===== config.mk =====
export PLATFORM = sky130hd
export DESIGN_NAME = binary_to_decimal_ascii
export DESIGN_NICKNAME = d
export VERILOG_FILES = /design/src/rtl/bdasc_pkg.sv /design/src/rtl/bdasc_ctrl.sv /design/src/rtl/bdasc_datapath.sv /design/src/rtl/binary_to_decimal_ascii.sv
export SDC_FILE = /design/constraint.sdc
export NUM_CORES = 1
export LEC_CHECK = 0
export BUFFER_PORTS_ARGS = -buffer_cell sky130_fd_sc_hd__buf_2
export CAP_MARGIN = 20
export CORE_UTILIZATION = 30
export CTS_BUF_LIST = sky130_fd_sc_hd__clkbuf_2
export DETAILED_ROUTE_END_ITERATION = 16
export PLACE_DENSITY = 0.58
export SLEW_MARGIN = 20
export SYNTH_ARGS = -nofsm -noshare
export SYNTH_HDL_FRONTEND = slang
export SYNTH_HIERARCHICAL = 1
export SYNTH_SLANG_ARGS = --single-unit

===== constraint.sdc =====
create_clock -name clk_i -period 3.66 [get_ports clk_i]
set_input_delay 0 -clock clk_i [delete_from_list [all_inputs] [get_ports clk_i]]
set_output_delay 0 -clock clk_i [all_outputs]
set_load 0.03 [all_outputs]

===== src/rtl/bdasc_pkg.sv =====
// ----------------------------------------------------------------------------
// bdasc_pkg
// Shared constants, command and status types for the binary to decimal text
// converter.
// ----------------------------------------------------------------------------
package bdasc_pkg;

  localparam int VALUE_WIDTH_DEF = 32;

  localparam logic [7:0] ASCII_ZERO  = 8'h30;
  localparam logic [7:0] ASCII_MINUS = 8'h2D;

  localparam logic [3:0] DABBLE_LIMIT = 4'd5;
  localparam logic [3:0] DABBLE_ADD   = 4'd3;

  // decimal digits needed for 2^w - 1 (log10(2) ~ 0.30103)
  function automatic int num_digits(input int w);
    return (w * 30103) / 100000 + 1;
  endfunction

  typedef struct packed {
    logic load;
    logic dabble;
    logic skip;
    logic emit_sign;
    logic emit_digit;
  } cmd_t;

  typedef struct packed {
    logic bits_done;
    logic top_zero;
    logic digit_one;
    logic neg;
    logic out_free;
  } sts_t;

endpackage


===== src/rtl/bdasc_ctrl.sv =====
// ----------------------------------------------------------------------------
// bdasc_ctrl
// Sequencer: load, shift-and-add-3 conversion, leading zero skip, then one
// character per output word.
// ----------------------------------------------------------------------------
module bdasc_ctrl (
  input  logic            clk_i,
  input  logic            rst_ni,
  input  logic            in_valid_i,
  output logic            in_stall_o,
  input  bdasc_pkg::sts_t sts_i,
  output bdasc_pkg::cmd_t cmd_o
);

  typedef enum logic [4:0] {
    ST_IDLE  = 5'b00001,
    ST_CONV  = 5'b00010,
    ST_SKIP  = 5'b00100,
    ST_SIGN  = 5'b01000,
    ST_DIGIT = 5'b10000
  } state_e;

  state_e state_q, state_d;

  assign in_stall_o = (state_q != ST_IDLE);

  always_comb begin
    state_d = state_q;
    cmd_o   = '0;
    case (state_q)
      ST_IDLE: begin
        if (in_valid_i) begin
          cmd_o.load = 1'b1;
          state_d    = ST_CONV;
        end
      end
      ST_CONV: begin
        cmd_o.dabble = 1'b1;
        if (sts_i.bits_done) begin
          state_d = ST_SKIP;
        end
      end
      ST_SKIP: begin
        if (sts_i.top_zero && !sts_i.digit_one) begin
          cmd_o.skip = 1'b1;
        end else if (sts_i.neg) begin
          state_d = ST_SIGN;
        end else begin
          state_d = ST_DIGIT;
        end
      end
      ST_SIGN: begin
        if (sts_i.out_free) begin
          cmd_o.emit_sign = 1'b1;
          state_d         = ST_DIGIT;
        end
      end
      ST_DIGIT: begin
        if (sts_i.out_free) begin
          cmd_o.emit_digit = 1'b1;
          if (sts_i.digit_one) begin
            state_d = ST_IDLE;
          end
        end
      end
      default: begin
        state_d = ST_IDLE;
      end
    endcase
  end

  always_ff @(posedge clk_i or negedge rst_ni) begin
    if (!rst_ni) begin
      state_q <= ST_IDLE;
    end else begin
      state_q <= state_d;
    end
  end

endmodule


===== src/rtl/bdasc_datapath.sv =====
// ----------------------------------------------------------------------------
// bdasc_datapath
// Magnitude, shift-and-add-3 BCD register, digit counters and the output
// word register.
// ----------------------------------------------------------------------------
module bdasc_datapath #(
  parameter int VALUE_WIDTH = bdasc_pkg::VALUE_WIDTH_DEF
) (
  input  logic                   clk_i,
  input  logic                   rst_ni,
  input  logic [VALUE_WIDTH-1:0] value_i,
  input  logic                   signed_mode_i,
  input  bdasc_pkg::cmd_t        cmd_i,
  output bdasc_pkg::sts_t        sts_o,
  output logic                   out_valid_o,
  input  logic                   out_stall_i,
  output logic [7:0]             character_o,
  output logic                   last_o
);

  localparam int ND  = bdasc_pkg::num_digits(VALUE_WIDTH);
  localparam int BW  = ND * 4;
  localparam int BCW = $clog2(VALUE_WIDTH + 1);
  localparam int DCW = $clog2(ND + 1);

  logic [VALUE_WIDTH-1:0] bin_q, bin_d;
  logic [BW-1:0]          bcd_q, bcd_d, bcd_adj;
  logic                   neg_q, neg_d;
  logic [BCW-1:0]         bitcnt_q, bitcnt_d;
  logic [DCW-1:0]         digcnt_q, digcnt_d;
  logic                   valid_q;
  logic [7:0]             char_q;
  logic                   last_q;
  logic                   in_neg;
  logic [3:0]             top_digit;

  assign in_neg    = signed_mode_i & value_i[VALUE_WIDTH-1];
  assign top_digit = bcd_q[BW-1 -: 4];

  always_comb begin
    for (int i = 0; i < ND; i++) begin
      if (bcd_q[i*4 +: 4] >= bdasc_pkg::DABBLE_LIMIT) begin
        bcd_adj[i*4 +: 4] = bcd_q[i*4 +: 4] + bdasc_pkg::DABBLE_ADD;
      end else begin
        bcd_adj[i*4 +: 4] = bcd_q[i*4 +: 4];
      end
    end
  end

  always_comb begin
    bin_d    = bin_q;
    bcd_d    = bcd_q;
    neg_d    = neg_q;
    bitcnt_d = bitcnt_q;
    digcnt_d = digcnt_q;
    if (cmd_i.load) begin
      bin_d    = in_neg ? (~value_i + VALUE_WIDTH'(1)) : value_i;
      bcd_d    = '0;
      neg_d    = in_neg;
      bitcnt_d = BCW'(VALUE_WIDTH);
      digcnt_d = DCW'(ND);
    end else if (cmd_i.dabble) begin
      bin_d    = {bin_q[VALUE_WIDTH-2:0], 1'b0};
      bcd_d    = {bcd_adj[BW-2:0], bin_q[VALUE_WIDTH-1]};
      bitcnt_d = bitcnt_q - BCW'(1);
    end else if (cmd_i.skip || cmd_i.emit_digit) begin
      bcd_d    = {bcd_q[BW-5:0], 4'd0};
      digcnt_d = digcnt_q - DCW'(1);
    end
  end

  always_ff @(posedge clk_i) begin
    bin_q    <= bin_d;
    bcd_q    <= bcd_d;
    neg_q    <= neg_d;
    bitcnt_q <= bitcnt_d;
    digcnt_q <= digcnt_d;
  end

  // output word register: hold while stalled
  always_ff @(posedge clk_i or negedge rst_ni) begin
    if (!rst_ni) begin
      valid_q <= 1'b0;
    end else if (cmd_i.emit_sign || cmd_i.emit_digit) begin
      valid_q <= 1'b1;
    end else if (!out_stall_i) begin
      valid_q <= 1'b0;
    end
  end

  always_ff @(posedge clk_i) begin
    if (cmd_i.emit_sign) begin
      char_q <= bdasc_pkg::ASCII_MINUS;
      last_q <= 1'b0;
    end else if (cmd_i.emit_digit) begin
      char_q <= bdasc_pkg::ASCII_ZERO + {4'd0, top_digit};
      last_q <= (digcnt_q == DCW'(1));
    end
  end

  assign sts_o.bits_done = (bitcnt_q == BCW'(1));
  assign sts_o.top_zero  = (top_digit == 4'd0);
  assign sts_o.digit_one = (digcnt_q == DCW'(1));
  assign sts_o.neg       = neg_q;
  assign sts_o.out_free  = !valid_q || !out_stall_i;

  assign out_valid_o = valid_q;
  assign character_o = char_q;
  assign last_o      = last_q;

endmodule


===== src/rtl/binary_to_decimal_ascii.sv =====
// ----------------------------------------------------------------------------
// binary_to_decimal_ascii
// Converts a binary word to its decimal ASCII text, most significant digit
// first, with a leading '-' for negative signed input and last on the final
// character.
// ----------------------------------------------------------------------------
// One word is converted at a time. The accepting cycle loads the magnitude,
// then the shift-and-add-3 BCD register takes one input bit per cycle, leading
// zero digits are dropped, the sign is decided, an optional '-' is issued, and
// then the digits follow, one per cycle while the output is not stalled.
// Dropped zeros and digits together number num_digits(VALUE_WIDTH). The input
// is taken again once the last character sits in the output register.
// ----------------------------------------------------------------------------
module binary_to_decimal_ascii #(
  parameter int VALUE_WIDTH = bdasc_pkg::VALUE_WIDTH_DEF
) (
  input  logic                   clk_i,
  input  logic                   rst_ni,
  input  logic                   in_valid_i,
  output logic                   in_stall_o,
  input  logic [VALUE_WIDTH-1:0] value_i,
  input  logic                   signed_mode_i,
  output logic                   out_valid_o,
  input  logic                   out_stall_i,
  output logic [7:0]             character_o,
  output logic                   last_o
);

  bdasc_pkg::cmd_t cmd;
  bdasc_pkg::sts_t sts;

  bdasc_ctrl u_ctrl (
    .clk_i      (clk_i),
    .rst_ni     (rst_ni),
    .in_valid_i (in_valid_i),
    .in_stall_o (in_stall_o),
    .sts_i      (sts),
    .cmd_o      (cmd)
  );

  bdasc_datapath #(
    .VALUE_WIDTH (VALUE_WIDTH)
  ) u_datapath (
    .clk_i         (clk_i),
    .rst_ni        (rst_ni),
    .value_i       (value_i),
    .signed_mode_i (signed_mode_i),
    .cmd_i         (cmd),
    .sts_o         (sts),
    .out_valid_o   (out_valid_o),
    .out_stall_i   (out_stall_i),
    .character_o   (character_o),
    .last_o        (last_o)
  );

`ifndef SYNTHESIS
  a_emit_free: assert property (@(posedge clk_i) disable iff (!rst_ni)
    (cmd.emit_sign || cmd.emit_digit) |-> sts.out_free)
    else $error("character issued while output word still held");

  a_one_cmd: assert property (@(posedge clk_i) disable iff (!rst_ni)
    $onehot0({cmd.load, cmd.dabble, cmd.skip, cmd.emit_sign, cmd.emit_digit}))
    else $error("more than one datapath command");

  a_busy_after_accept: assert property (@(posedge clk_i) disable iff (!rst_ni)
    (in_valid_i && !in_stall_o) |=> in_stall_o)
    else $error("input not stalled during conversion");

  a_minus_not_last: assert property (@(posedge clk_i) disable iff (!rst_ni)
    (out_valid_o && character_o == bdasc_pkg::ASCII_MINUS) |-> !last_o)
    else $error("sign marked as last character");
`endif

endmodule


* Yosys cells after proc, flatten, opt, wreduce, memory -nomap -nowiden
Index checks and enable logic that the tools add are counted.
** Storage, ports and cells
- Flip-flop bits (word level) :: 98
- Latch bits :: 0
- Input bits :: 37
- RAM bits :: 0
- Memories kept :: 0
- Logic and storage cells :: 96
- Bits in read-only memories :: 0
- Output and inout port bits :: 11
** Operators by class
- Reduce and logical (&&, ||, !) cells :: 12
- Equality and inequality tests :: 15
- Multiply operators :: 0
- Div/mod/pow operators :: 0
- Shift operators :: 0
- Add/subtract/negate cells :: 14
- $lt $le $gt $ge :: 10
- Multiplexer cells :: 33
- Bitwise logic cells :: 3
** Operators by type and width (number)
- 2-to-1 mux 32 bit :: 3
- 2-to-1 mux 40 bit :: 2
- greater-or-equal comparator 4 x 3 -> 1 bit (second input constant) :: 10
- adder 4 x 2 -> 4 bit (second input constant) :: 9
- 2-to-1 mux 4 bit :: 9
- 2-to-1 mux 5 bit :: 7
- adder 32 x 1 -> 32 bit (second input constant) :: 1
- NOT 32 bit :: 1
- one-hot mux 5 bit (5 select lines) :: 1
- 2-to-1 mux 1 bit :: 10
- inequality test 2 bit (second input constant) :: 5
- adder 6 x 4 -> 7 bit (first input constant) :: 1
- equality test 6 x 1 -> 1 bit (second input constant) :: 1
- AND reduction 6 bit :: 1
- subtractor 6 x 1 -> 6 bit (second input constant) :: 1
- equality test 5 x 1 -> 1 bit (second input constant) :: 1
- equality test 5 x 2 -> 1 bit (second input constant) :: 1
- equality test 5 x 3 -> 1 bit (second input constant) :: 1
- equality test 5 x 4 -> 1 bit (second input constant) :: 1
- equality test 5 bit (second input constant) :: 1
- inequality test 5 x 1 -> 1 bit (second input constant) :: 1
- equality test 4 x 1 -> 1 bit (second input constant) :: 1
- logical NOT 4 bit :: 1
- inequality test 2 x 1 -> 1 bit (second input constant) :: 2
- other kinds (10) :: 15

* Longest topological paths before layout
- Word-level depth :: 8
- Depth in mapped cells :: 13
- Mapped depth without buffers :: 10

* Hierarchy
The synthesis kept the hierarchy.
** By module, submodules not included
- bdasc_datapath :: seq. area each 2137.0 µm², instances 1, area an instance 5467.7 µm², cells an instance 638
- bdasc_ctrl :: seq. area each 126.4 µm², instances 1, area an instance 377.9 µm², cells an instance 41

* Worst setup path after synthesis
OpenSTA, ideal clock, no wires.
- Path kind :: register to register
- From :: reg u_ctrl.state_q[2]
- To :: reg u_datapath.bin_q[0] (enable)
- Stages on the path, launching flop included :: 8
- Slack :: 0.833 ns
- Data required time :: 3.285 ns
- Setup time :: 0.375 ns
- Buffers on the path :: 4
- Data arrival time :: 2.453 ns
- Period minus slack after synthesis :: 2.827 ns
- Cells stage by stage :: dfrtp_1 > or3_4 > nor3b_4 > buf_4 > clkbuf_1 > clkbuf_1 > buf_1 > or2_2
** RTL lines
- start: declaration :: line bdasc_ctrl.sv:23 : state_e state_q, state_d;
- start signal: assignment :: line bdasc_ctrl.sv:76 : state_q <= state_d;
- end signal: assignment :: line bdasc_datapath.sv:73 : bin_q <= bin_d;
- end: declaration :: line bdasc_datapath.sv:26 : logic [VALUE_WIDTH-1:0] bin_q, bin_d;

==> metrics.cfg <==
[cts]
cts_setup_buffers=0
postCtsHoldBufs=50
h-tree-depth=3
cts.sinks=95
clk_pin_slew_worst_paths_ps=260
clock_latency_ps=610
cts_buffers=9
cts_root_buf=clkbuf_2
cts_tree=built
clk_path_buf_depth=2
ctsResizeCount=0

[synthesis]
ys_warn_count=6
synth.ff_latch_count=95
yosysSeqAreaShare_pct=38.7
synth.area.top_cells=dfxtp_1 19%, edfxtp_1 17%, nor2_1 6.2%, a211oi_1 6.0%, a21oi_1 5.7%
synth_top_area_share_pct=19.2
synthArstFlopShare_pct=6.32
netlist_top_cells_count=96 x nor2_1, 66 x a21oi_1, 56 x dfxtp_1
synth_cell_types=59
synth_edf_count=33
synthCells=679
syn_area_um2=5850
synth_area_leader_cell=dfxtp_1
synth-main-ff-cell=dfxtp_1
avgSynthCellArea_um2=8.61
yosysMostFrequentCell=nor2_1

[setup_path]
critPathRequiredTime_ps=4040
r2r_cells=7
timing_worst_setup_path_type=register to register
cp-end-kind=register
cp.arrival_ps=3390
startpoint_type=register
critPathMaxFanout=115
worst-r2r-setup-slack_ps=650

[die]
num_rows=50
die_height_um=142
die_w_um=142
start_util_pct=30.9
io_pins=48
core-area_um2=18900
die_area_um2=20000

[route]
wl_met3_um=317
viasPerCell=4.75
totalWireLength_mm=12.1
wl_per_cell_um=11.9
vias=4820
firstDrtPassIters=4
wl_met1_mm=6.22
drtIter0Drc=254
drc=0
ant_nets=0
highest_layer=met4
wl_met2_mm=5.43

[global_route]
grt.total_usage_pct=12.8
grt-ovfl-total=0
grt_pass1_vias=4392
grt_max_degree=116
grt_pass1_wl_mm=20.9
antenna_found_initial=1

[final_layout]
fin_area_um2=6890
drive_gt1_share_pct=12.6
area_growth_syn_to_layout_pct=17.9
num-nets-final=811

[timing]
timing.final.crit_share_pct=82.2
slew_headroom_pct=44.7
maxSlewViolCount=0
setup_tns_ps=0
hold_viol_final=0
setup_viol=0
fmax_mhz=332
rsz0062_at_grt=no
tightest_slew_ps=830
period_minus_slack_ps=3010
fin_skew_ps=29.6

[power]
leakagePower_nw=2.59
ir_drop_uv=277
power_density_nw_per_um2=640
finalPower_mw=4.41

[place]
dpl_cell_area_um2=6270
io_buffers=44
gp_congestion=0.754
hpwl_mm=7.60

[flow_run]
maxCapViolations=0

[status]
status=complete, no violations

[min_path]
hold_depth=4
min_path_type=input pin to register

-- area by class of cell --
| class | instances | area, um^2 |
|---|---|---|
| Fill cell | 1975 | 12000 |
| Multi-Input combinational cell | 512 | 3300 |
| Sequential cell | 95 | 2260 |
| Timing Repair Buffer | 99 | 771 |
| Tap cell | 260 | 325 |
| Inverter | 32 | 120 |
| Clock inverter | 7 | 68.8 |
| Clock buffer | 9 | 45.0 |
| Antenna cell | 1 | 2.50 |
-- path summary, 6_finish.rpt --
path | from | to
min reg2reg | u_datapath/character_o[4] | u_datapath/character_o[4]
max | u_ctrl/state_q[3] | u_datapath/bin_q[31]
min in group asynchronous | rst_ni | u_ctrl/state_q[3]
max in group asynchronous | rst_ni | u_ctrl/state_q[0]
min | out_stall_i | u_datapath/out_valid_o
max reg2reg | u_ctrl/state_q[3] | u_datapath/bin_q[31]
-- registers in the layout, summed over array words and instances (netlist names) --
register	count
u_ctrl/state_q	5
u_datapath/last_o	1
u_datapath/out_valid_o	1
u_datapath/bcd_q	40
u_datapath/character_o	5
u_datapath/bitcnt_q	6
u_datapath/neg_q	1
u_datapath/bin_q	32
u_datapath/digcnt_q	4
-- critical path, cell delays in order, from the launching register on --
cell and delay, ps:
dfrtp_1 530, or3_4 420, nor3b_2 260, and2_4 210, buf_12 370, mux2i_1 240, a31oi_1 70, dlygate4sd3_1 600
-- per-layer routing --
layer / vias to the layer above / track usage (%)
li1: 2521 / -
met1: 2230 / 17.2
met2: 60 / 20.2
met3: 9 / 2.83
met4: 0 / 4.41
met5: - / 0
-- layout by cell type (no fill, tap or decap), drive strengths merged, types with 3 or more instances in the layout --
master,count
xnor2,27
a211oi,47
nor2,96
nand3,4
nand3b,4
dfxtp,56
conb,3
o21ai,31
o31ai,11
nor4,7
clkbuf,9
xor2,20
clkinv,3
ha,25
a31oi,6
nor3b,14
a21o,3
buf,49
dfrtp,5
edfxtp,33
dlygate4sd3,50
a311oi,9
a21oi,66
o41ai,3
a211o,4
nor2b,21
nand2,54
and2,4
or3,6
nor3,12
inv,35
nand2b,15
mux2i,3
-- through the flow --
step                      setup WS [ps]  util [%]  hold slack, ps  std cells
final                               651      36.5             175       1015
after global routing                525      36.5             123       1015
after CTS                           670      36.5             103       1014
after detailed placement            955      33.2            -150        948
after global placement              982      33.2            -148        948
after floorplan                     833         -            -296        680
-- where the power goes --
group / total, mW / switching, mW / internal (mW)
clock network: 0.539 / 0.379 / 0.160
registers: 1.93 / 0.324 / 1.60
logic: 1.95 / 1.10 / 0.848
total: 4.41 / 1.80 / 2.61
-- cell families (layout without fill, tap and decap cells) --
logic type      Yosys count  after routing  synth area share, %
buf+inv                  73            147                 5.24
xor+xnor                 47             47                 7.04
mux                       4              4                0.706
fa+ha+maj                25             25                 5.35
compound gates          185            185                 20.9
simple gates            248            248                 21.9
other cells               2              4                0.128
flops                    95             95                 38.7
(Power assumes the default switching activity.)
